[config.mk]
export PLATFORM = sky130hd
export DESIGN_NAME = timed_event_queue_core
export DESIGN_NICKNAME = d
export VERILOG_FILES = /design/src/sv/tevq_pkg.sv /design/src/sv/tevq_front.sv /design/src/sv/tevq_fifo.sv /design/src/sv/tevq_back.sv /design/src/sv/timed_event_queue_core.sv
export SDC_FILE = /design/constraint.sdc
export NUM_CORES = 2
export LEC_CHECK = 0
export ABC_AREA = 1
export ABC_CLOCK_PERIOD_IN_PS = 9800
export BUFFER_PORTS_ARGS = -buffer_cell sky130_fd_sc_hd__buf_4
export CAP_MARGIN = 20
export CORE_MARGIN = 2
export CORE_UTILIZATION = 50
export CTS_BUF_LIST = sky130_fd_sc_hd__clkbuf_4
export CTS_CLUSTER_DIAMETER = 100
export DETAILED_ROUTE_END_ITERATION = 8
export PLACE_DENSITY = 0.66
export SETUP_SLACK_MARGIN = 0.15
export SYNTH_ARGS = -nofsm -noshare
export SYNTH_HDL_FRONTEND = slang
export SYNTH_SLANG_ARGS = --single-unit
[constraint.sdc]
create_clock -name clk_i -period 9.8 [get_ports clk_i]
set_input_delay 0.98 -clock clk_i [delete_from_list [all_inputs] [get_ports clk_i]]
set_output_delay 0.98 -clock clk_i [all_outputs]
set_load 0.01 [all_outputs]
[src/sv/tevq_pkg.sv]
// Shared types and constants for the timed event queue.
// No dependencies; imported by every module of the block.
`default_nettype none

package tevq_pkg;

  // Queue sizing
  localparam int unsigned CAPACITY = 16;
  localparam int unsigned MAX_OUT  = 16;
  localparam int unsigned CNT_W    = $clog2(CAPACITY + 1);
  localparam int unsigned RN_W     = $clog2(MAX_OUT + 1);

  // Command queue between front and back
  localparam int unsigned QDEPTH = 2;
  localparam int unsigned QPTR_W = (QDEPTH > 1) ? $clog2(QDEPTH) : 1;
  localparam int unsigned QCNT_W = $clog2(QDEPTH + 1);

  // Field widths
  localparam int unsigned DUE_W = 32;
  localparam int unsigned TAG_W = 16;

  // Input action codes
  localparam logic [1:0] ACT_SCHED = 2'd0;
  localparam logic [1:0] ACT_TICK  = 2'd1;
  localparam logic [1:0] ACT_CLOSE = 2'd2;

  // Result status codes
  localparam logic [1:0] ST_OK     = 2'd0;
  localparam logic [1:0] ST_CLOSED = 2'd1;
  localparam logic [1:0] ST_FULL   = 2'd2;

  // Result kinds
  localparam logic KIND_ACK = 1'b0;
  localparam logic KIND_REL = 1'b1;

  typedef enum logic [1:0] {
    OP_SCHED,
    OP_TICK,
    OP_CLOSE
  } op_e;

  typedef struct packed {
    op_e              op;
    logic [DUE_W-1:0] due;
    logic [TAG_W-1:0] tag;
  } cmd_t;

endpackage

`default_nettype wire

[src/sv/tevq_front.sv]
// Front end: accepts input beats, decodes the action, drops unused codes.
// Depends on tevq_pkg.
`default_nettype none

module tevq_front (
  input  wire logic                  in_valid_i,
  output logic                       in_stall_o,
  input  wire logic [1:0]            action_i,
  input  wire logic [31:0]           due_time_i,
  input  wire logic [15:0]           event_tag_i,
  input  wire logic                  q_full_i,
  output logic                       q_push_o,
  output tevq_pkg::cmd_t             q_cmd_o
);
  import tevq_pkg::*;

  logic accept;

  assign in_stall_o = q_full_i;
  assign accept     = in_valid_i && !q_full_i;

  always_comb begin
    q_push_o     = 1'b0;
    q_cmd_o.op   = OP_SCHED;
    q_cmd_o.due  = due_time_i;
    q_cmd_o.tag  = event_tag_i;
    case (action_i)
      ACT_SCHED: begin
        q_push_o   = accept;
        q_cmd_o.op = OP_SCHED;
      end
      ACT_TICK: begin
        q_push_o   = accept;
        q_cmd_o.op = OP_TICK;
      end
      ACT_CLOSE: begin
        q_push_o   = accept;
        q_cmd_o.op = OP_CLOSE;
      end
      default: begin
        // unused code: swallow the beat
        q_push_o = 1'b0;
      end
    endcase
  end

endmodule

`default_nettype wire

[src/sv/tevq_fifo.sv]
// Short command queue between the front and back ends.
// Depends on tevq_pkg.
`default_nettype none

module tevq_fifo (
  input  wire logic            clk_i,
  input  wire logic            rst_ni,
  input  wire logic            push_i,
  input  wire tevq_pkg::cmd_t  push_cmd_i,
  output logic                 full_o,
  input  wire logic            pop_i,
  output tevq_pkg::cmd_t       pop_cmd_o,
  output logic                 empty_o
);
  import tevq_pkg::*;

  cmd_t              mem_q [QDEPTH];
  logic [QPTR_W-1:0] wr_q, wr_d, rd_q, rd_d;
  logic [QCNT_W-1:0] cnt_q, cnt_d;
  logic              do_push, do_pop;

  assign full_o    = (cnt_q == QCNT_W'(QDEPTH));
  assign empty_o   = (cnt_q == '0);
  assign do_push   = push_i && !full_o;
  assign do_pop    = pop_i && !empty_o;
  assign pop_cmd_o = mem_q[rd_q];

  always_comb begin
    wr_d  = wr_q;
    rd_d  = rd_q;
    cnt_d = cnt_q;
    if (do_push) begin
      wr_d = (wr_q == QPTR_W'(QDEPTH - 1)) ? '0 : wr_q + QPTR_W'(1);
    end
    if (do_pop) begin
      rd_d = (rd_q == QPTR_W'(QDEPTH - 1)) ? '0 : rd_q + QPTR_W'(1);
    end
    if (do_push && !do_pop) begin
      cnt_d = cnt_q + QCNT_W'(1);
    end else if (do_pop && !do_push) begin
      cnt_d = cnt_q - QCNT_W'(1);
    end
  end

  always_ff @(posedge clk_i or negedge rst_ni) begin
    if (!rst_ni) begin
      wr_q  <= '0;
      rd_q  <= '0;
      cnt_q <= '0;
    end else begin
      wr_q  <= wr_d;
      rd_q  <= rd_d;
      cnt_q <= cnt_d;
    end
  end

  always_ff @(posedge clk_i) begin
    if (do_push) begin
      mem_q[wr_q] <= push_cmd_i;
    end
  end

endmodule

`default_nettype wire

[src/sv/tevq_back.sv]
// Back end: sorted event store, time counter, release sequencer, result register.
// Depends on tevq_pkg.
`default_nettype none

module tevq_back (
  input  wire logic            clk_i,
  input  wire logic            rst_ni,
  input  wire tevq_pkg::cmd_t  q_cmd_i,
  input  wire logic            q_empty_i,
  output logic                 q_pop_o,
  output logic                 out_valid_o,
  input  wire logic            out_stall_i,
  output logic                 result_kind_o,
  output logic [1:0]           status_o,
  output logic [15:0]          released_tag_o,
  output logic [31:0]          released_due_o,
  output logic                 last_o
);
  import tevq_pkg::*;

  typedef enum logic [1:0] {
    S_IDLE = 2'b01,
    S_REL  = 2'b10
  } state_e;

  state_e           state_q, state_d;
  logic [DUE_W-1:0] now_q, now_d;
  logic [CNT_W-1:0] cnt_q, cnt_d;
  logic             closed_q, closed_d;
  logic [RN_W-1:0]  rel_n_q, rel_n_d;

  logic [DUE_W-1:0] due_q [CAPACITY];
  logic [DUE_W-1:0] due_d [CAPACITY];
  logic [TAG_W-1:0] tag_q [CAPACITY];
  logic [TAG_W-1:0] tag_d [CAPACITY];

  logic             ov_q, ov_d;
  logic             okind_q, okind_d;
  logic [1:0]       ost_q, ost_d;
  logic [TAG_W-1:0] otag_q, otag_d;
  logic [DUE_W-1:0] odue_q, odue_d;
  logic             olast_q, olast_d;

  logic                out_ok;
  logic [CAPACITY-1:0] gt;
  logic [CAPACITY-1:0] at_end;
  logic                head_due, more_due;

  assign out_ok = !ov_q || !out_stall_i;

  always_comb begin
    for (int i = 0; i < CAPACITY; i++) begin
      gt[i]     = (CNT_W'(i) < cnt_q) && (due_q[i] > q_cmd_i.due);
      at_end[i] = (CNT_W'(i) == cnt_q);
    end
  end

  assign head_due = (cnt_q != '0) && (due_q[0] <= now_q);
  assign more_due = (cnt_q > CNT_W'(1)) && (due_q[1] <= now_q) &&
                    ((rel_n_q + RN_W'(1)) < RN_W'(MAX_OUT));

  always_comb begin
    state_d  = state_q;
    now_d    = now_q;
    cnt_d    = cnt_q;
    closed_d = closed_q;
    rel_n_d  = rel_n_q;
    due_d    = due_q;
    tag_d    = tag_q;
    q_pop_o  = 1'b0;
    ov_d     = ov_q && out_stall_i;
    okind_d  = okind_q;
    ost_d    = ost_q;
    otag_d   = otag_q;
    odue_d   = odue_q;
    olast_d  = olast_q;

    case (state_q)
      S_IDLE: begin
        if (!q_empty_i && out_ok) begin
          q_pop_o = 1'b1;
          case (q_cmd_i.op)
            OP_SCHED: begin
              ov_d    = 1'b1;
              okind_d = KIND_ACK;
              otag_d  = '0;
              odue_d  = '0;
              olast_d = 1'b1;
              if (closed_q) begin
                ost_d = ST_CLOSED;
              end else if (cnt_q >= CNT_W'(CAPACITY)) begin
                ost_d = ST_FULL;
              end else begin
                ost_d = ST_OK;
                // sorted insert: later entries shift up by one
                for (int i = 0; i < CAPACITY; i++) begin
                  if (gt[i] || at_end[i]) begin
                    due_d[i] = q_cmd_i.due;
                    tag_d[i] = q_cmd_i.tag;
                  end
                end
                for (int i = 1; i < CAPACITY; i++) begin
                  if (gt[i-1]) begin
                    due_d[i] = due_q[i-1];
                    tag_d[i] = tag_q[i-1];
                  end
                end
                cnt_d = cnt_q + CNT_W'(1);
              end
            end
            OP_CLOSE: begin
              closed_d = 1'b1;
              ov_d     = 1'b1;
              okind_d  = KIND_ACK;
              ost_d    = ST_OK;
              otag_d   = '0;
              odue_d   = '0;
              olast_d  = 1'b1;
            end
            OP_TICK: begin
              if (!closed_q) begin
                now_d   = (now_q != '1) ? now_q + DUE_W'(1) : now_q;
                rel_n_d = '0;
                state_d = S_REL;
              end
            end
            default: begin
              state_d = S_IDLE;
            end
          endcase
        end
      end
      S_REL: begin
        if (!head_due) begin
          state_d = S_IDLE;
        end else if (out_ok) begin
          ov_d    = 1'b1;
          okind_d = KIND_REL;
          ost_d   = ST_OK;
          otag_d  = tag_q[0];
          odue_d  = due_q[0];
          olast_d = !more_due;
          // pop the head
          for (int i = 0; i < CAPACITY - 1; i++) begin
            due_d[i] = due_q[i+1];
            tag_d[i] = tag_q[i+1];
          end
          cnt_d   = cnt_q - CNT_W'(1);
          rel_n_d = rel_n_q + RN_W'(1);
          if (!more_due) begin
            state_d = S_IDLE;
          end
        end
      end
      default: begin
        state_d = S_IDLE;
      end
    endcase
  end

  always_ff @(posedge clk_i or negedge rst_ni) begin
    if (!rst_ni) begin
      state_q  <= S_IDLE;
      now_q    <= '0;
      cnt_q    <= '0;
      closed_q <= 1'b0;
      rel_n_q  <= '0;
      ov_q     <= 1'b0;
    end else begin
      state_q  <= state_d;
      now_q    <= now_d;
      cnt_q    <= cnt_d;
      closed_q <= closed_d;
      rel_n_q  <= rel_n_d;
      ov_q     <= ov_d;
    end
  end

  always_ff @(posedge clk_i) begin
    due_q   <= due_d;
    tag_q   <= tag_d;
    okind_q <= okind_d;
    ost_q   <= ost_d;
    otag_q  <= otag_d;
    odue_q  <= odue_d;
    olast_q <= olast_d;
  end

  assign out_valid_o    = ov_q;
  assign result_kind_o  = okind_q;
  assign status_o       = ost_q;
  assign released_tag_o = otag_q;
  assign released_due_o = odue_q;
  assign last_o         = olast_q;

endmodule

`default_nettype wire

[src/sv/timed_event_queue_core.sv]
// Timed event queue top level: front end, command queue, back end.
// Depends on tevq_pkg, tevq_front, tevq_fifo, tevq_back.
//
// Usage:
//   Input channel (in_valid_i / in_stall_o) carries one beat per command:
//   schedule (due_time_i, event_tag_i), tick, or close. Unused action codes
//   are taken and dropped. Output channel (out_valid_o / out_stall_i) carries
//   acknowledgements and released events; last_o marks the final beat that
//   one command causes.
//   Order: the back end takes a queued command when it is idle and the
//   result register is free; an ack goes into the result register. A tick
//   first advances time, then releases the due events, one per cycle while
//   the receiver does not stall (the head of the sorted store pops each
//   time), then goes back to idle, also when nothing was due.
//   Insertion compares the new due time against every stored entry at once
//   and shifts the later entries up in the same cycle.
//   Reset clears time, the event count and the closed flag; the store holds
//   no valid entries after reset, so no clearing pass is needed.
//   When the receiver stalls, the result register holds its beat; the back
//   end waits, the command queue fills, and then in_stall_o rises.
`default_nettype none

module timed_event_queue_core (
  input  wire logic        clk_i,
  input  wire logic        rst_ni,
  input  wire logic        in_valid_i,
  output logic             in_stall_o,
  input  wire logic [1:0]  action_i,
  input  wire logic [31:0] due_time_i,
  input  wire logic [15:0] event_tag_i,
  output logic             out_valid_o,
  input  wire logic        out_stall_i,
  output logic             result_kind_o,
  output logic [1:0]       status_o,
  output logic [15:0]      released_tag_o,
  output logic [31:0]      released_due_o,
  output logic             last_o
);
  import tevq_pkg::*;

  // front to queue
  logic q_push;
  cmd_t q_push_cmd;
  logic q_full;

  // queue to back
  cmd_t q_pop_cmd;
  logic q_empty;
  logic q_pop;

  // Decode the action and push the command unless the queue is full or the code is unused.
  tevq_front u_front (
    .in_valid_i  (in_valid_i),
    .in_stall_o  (in_stall_o),
    .action_i    (action_i),
    .due_time_i  (due_time_i),
    .event_tag_i (event_tag_i),
    .q_full_i    (q_full),
    .q_push_o    (q_push),
    .q_cmd_o     (q_push_cmd)
  );

  // Hold decoded commands so the front keeps taking beats while the back works.
  tevq_fifo u_fifo (
    .clk_i      (clk_i),
    .rst_ni     (rst_ni),
    .push_i     (q_push),
    .push_cmd_i (q_push_cmd),
    .full_o     (q_full),
    .pop_i      (q_pop),
    .pop_cmd_o  (q_pop_cmd),
    .empty_o    (q_empty)
  );

  // Carry out commands against the sorted store and drive results.
  tevq_back u_back (
    .clk_i          (clk_i),
    .rst_ni         (rst_ni),
    .q_cmd_i        (q_pop_cmd),
    .q_empty_i      (q_empty),
    .q_pop_o        (q_pop),
    .out_valid_o    (out_valid_o),
    .out_stall_i    (out_stall_i),
    .result_kind_o  (result_kind_o),
    .status_o       (status_o),
    .released_tag_o (released_tag_o),
    .released_due_o (released_due_o),
    .last_o         (last_o)
  );

endmodule

`default_nettype wire

==> flow_metrics.tcl <==
set metrics [dict create \
    power_frac_seq_pct 34.8 \
    clk_path_buf_depth 4 \
    clk_pin_slew_worst_paths_ns 0.06 \
    first_global_vias 50563 \
    crit_slowest_cell "dfrtp_4" \
    cts_sinks 970 \
    wl_met1_mm 77.7 \
    synth_commonest_cells "nand2_1, edfxtp_1, nand3_1" \
    io-pin-count 108 \
    ys_seq_area_share_pct 46.6 \
    start_kind "flip-flop" \
    vias 52159 \
    clockPowerShare_pct 17.4 \
    crit_path_end_kind "flip-flop" \
    finalMaxSlewViolations 0 \
    dr_wl_met3_mm 12.0 \
    rrSetupSlack_ns 3.73 \
    grt_use_total_pct 27.3 \
    ys_types 48 \
    first_pass_iters 8 \
    yosysWarnings 0 \
    placed_area_mm2 0.0647 \
    grt_antenna_before_repair 3 \
    arrival_ns 6.93 \
    crit_fanout 49 \
    ys.flop_type "edfxtp_1" \
    net-switching-power_mw 9.97 \
    clock_skew_ns 0.0704 \
    power_density_mw_per_mm2 314 \
    pre_cts_ws_ns 3.74 \
    syn_nets 7926 \
    syn_area_mm2 0.0620 \
    start_util_pct 50.2 \
    synth_edf_count 920 \
    grt_pass1_wl_mm 278 \
    cts-resized-gates 0 \
    cts_root_buf "clkbuf_4" \
    die-area_mm2 0.127 \
    path_cells "buf_4 -> mux2i_4 -> buf_4 -> ha_1 -> nand2_1 -> inv_1 -> nand3_1 -> nor4_1 -> o21ai_0 -> nand2_1 -> buf_4 -> nand2_1 -> buf_4 -> nand2_1 -> nor2_1 -> nor2_4 -> buf_4" \
    synth_top_area_share_pct 44.5 \
    worstPathRequired_ns 10.66 \
    rsz0062_at_grt "no" \
    drt_iter0_markers 5015 \
    routedWlPerCell_um 18.9 \
    dr_wl_met2_mm 79.3 \
    top_layer "met5" \
    hold_viol 0 \
    fp-row-count 129 \
    max-slew-margin-rel_pct 25.0 \
    synth_area_leaders "edfxtp_1, nand2_1, ha_1" \
    nets 8073 \
    max_slew.worst_pin.slew_ns 1.12 \
    cts_tree "built" \
    syn_to_final_growth_pct 10.7 \
    whs_ns 0.197 \
    cts_hold_buf 52 \
    status "finished clean" \
    vdd_drop_max_mv 0.247 \
    setup_ws_ns 3.73 \
    clk_latency_ns 1.26 \
    numCtsBuffers 292 \
    cap_violations 0 \
    postRouteAntennaNets 0 \
    timing.fmax_mhz 165 \
    layout.cells.non_filler 9288 \
    timing.setup.tns_ns 0 \
    drive_above_1_share_pct 9.97 \
    switching_share_pct 46.3 \
    power_leakage_nw 30.3 \
    finalCritPeriodShare_pct 61.9 \
    post-route-util_pct 55.6 \
    dp_cells 8756 \
    slowest_delay_ns 0.73 \
    p_comb_share_pct 47.8 \
    dp_hpwl_mm 125 \
    hold_class "primary input to flip-flop" \
    drc 0 \
    ys_ff_latch 970 \
    syn_inst 7318 \
    via_per_inst 5.62 \
    avgSynthCellArea_um2 8.48 \
    power_mw 21.6 \
    io_buffer_count 107 \
    synth_top_cell_by_area "edfxtp_1" \
    grt_max_degree 207 \
    layout_min_cycle_time_ns 6.07 \
    design.core.area_mm2 0.123 \
    overflow 0 \
    path_class "flip-flop to flip-flop" \
    routed_wl_mm 175 \
    die_y_um 356 \
    place_congestion 0.893 \
    internal_power_mw 11.6 \
    setup_viol 0 \
    htreeDepth 5 \
    async_reset_ff_share_pct 5.15 \
    crit_path_frequent_cell "buf_4" \
    stdcell_area_mm2 0.0687 \
    die_w_um 356 \
    postCtsSetupBuffers 0 \
    synth.most_common_cell "nand2_1" \
]
-- per-layer routing --
layer	GRT usage, %	vias to the layer above
li1	-	25497
met1	37.7	24346
met2	42.9	1984
met3	3.98	330
met4	11.7	2
met5	0	-
-- power groups by stage --
stage               sequential (mW)  clock (mW)  combinational, mW
detailed placement             7.54           0               10.2
finish                         7.50        3.75               10.3
CTS                            7.46        3.84               10.3
global placement               7.52           0               9.92
global route                   7.62        4.06               11.6
floorplan                      7.25           0               7.01
-- worst max-delay path: cells and delay by family, from the launching register on --
family,cells,cell delay (ns)
buf+inv,6,2.53
simple gates,8,1.54
flops,1,0.73
mux,1,0.33
fa+ha+maj,1,0.23
compound gates,1,0.18
-- state kept, by name (all words and copies together) (netlist names), 2 cells and up --
signal                 count
u_back.due_q             512
u_back.tag_q             256
u_fifo.mem_q             100
u_back.now_q              32
u_back.released_due_o     32
u_back.released_tag_o     16
u_back.cnt_q               5
u_back.rel_n_q             5
u_back.state_q             2
u_back.status_o            2
u_fifo.cnt_q               2
-- logic make-up (layout without fill, tap and decap cells) --
family | count (synthesis) | after routing | synth area share, %
and+or+nand+nor | 3964 | 3964 | 27.7
DFF | 970 | 970 | 46.6
buffers and inverters | 874 | 1200 | 5.76
AOI/OAI and AO/OA | 867 | 867 | 7.45
adders and majority gates | 554 | 554 | 11.2
muxes | 47 | 47 | 0.758
xor gates and xnor gates | 42 | 42 | 0.593
other | 0 | 7 | 0
-- area by class of cell --
type                            count  area [um^2]
Antenna cell                        7         17.5
Clock buffer                      411         3090
Clock inverter                     62          317
Fill cell                       11306        54800
Inverter                          445         1670
Multi-Input combinational cell   5474        30400
Sequential cell                   970        28900
Tap cell                         1637         2050
Timing Repair Buffer              282         2270
-- placed cells by master, fill, tap and decap left out, drive strengths merged, types with 7 or more instances in the layout --
master / n
a21o: 10
a21oi: 375
a31oi: 11
buf: 230
clkbuf: 411
clkinv: 55
dfrtp: 49
diode: 7
dlygate4sd3: 52
edfxtp: 920
ha: 554
inv: 449
mux2i: 47
nand2: 2445
nand3: 744
nand3b: 282
nand4: 61
nor2: 362
nor3: 37
nor4: 23
o211ai: 12
o21a: 24
o21ai: 353
o21bai: 7
o22ai: 57
xor2: 38
-- final timing paths --
path                                   startpoint                end  depth (start not counted)
worst max-delay path                  u_fifo.rd_q   u_back.tag_q[36]                         17
worst min-delay path                   in_valid_i        u_fifo.wr_q                          5
worst max register to register        u_fifo.rd_q   u_back.tag_q[36]                         17
worst min register to register  u_back.state_q[0]  u_back.state_q[0]                          2
max in group asynchronous                  rst_ni        u_fifo.rd_q                          2
min in group asynchronous                  rst_ni   u_back.now_q[11]                          2
Note: power is estimated with default switching activity, not from simulation.
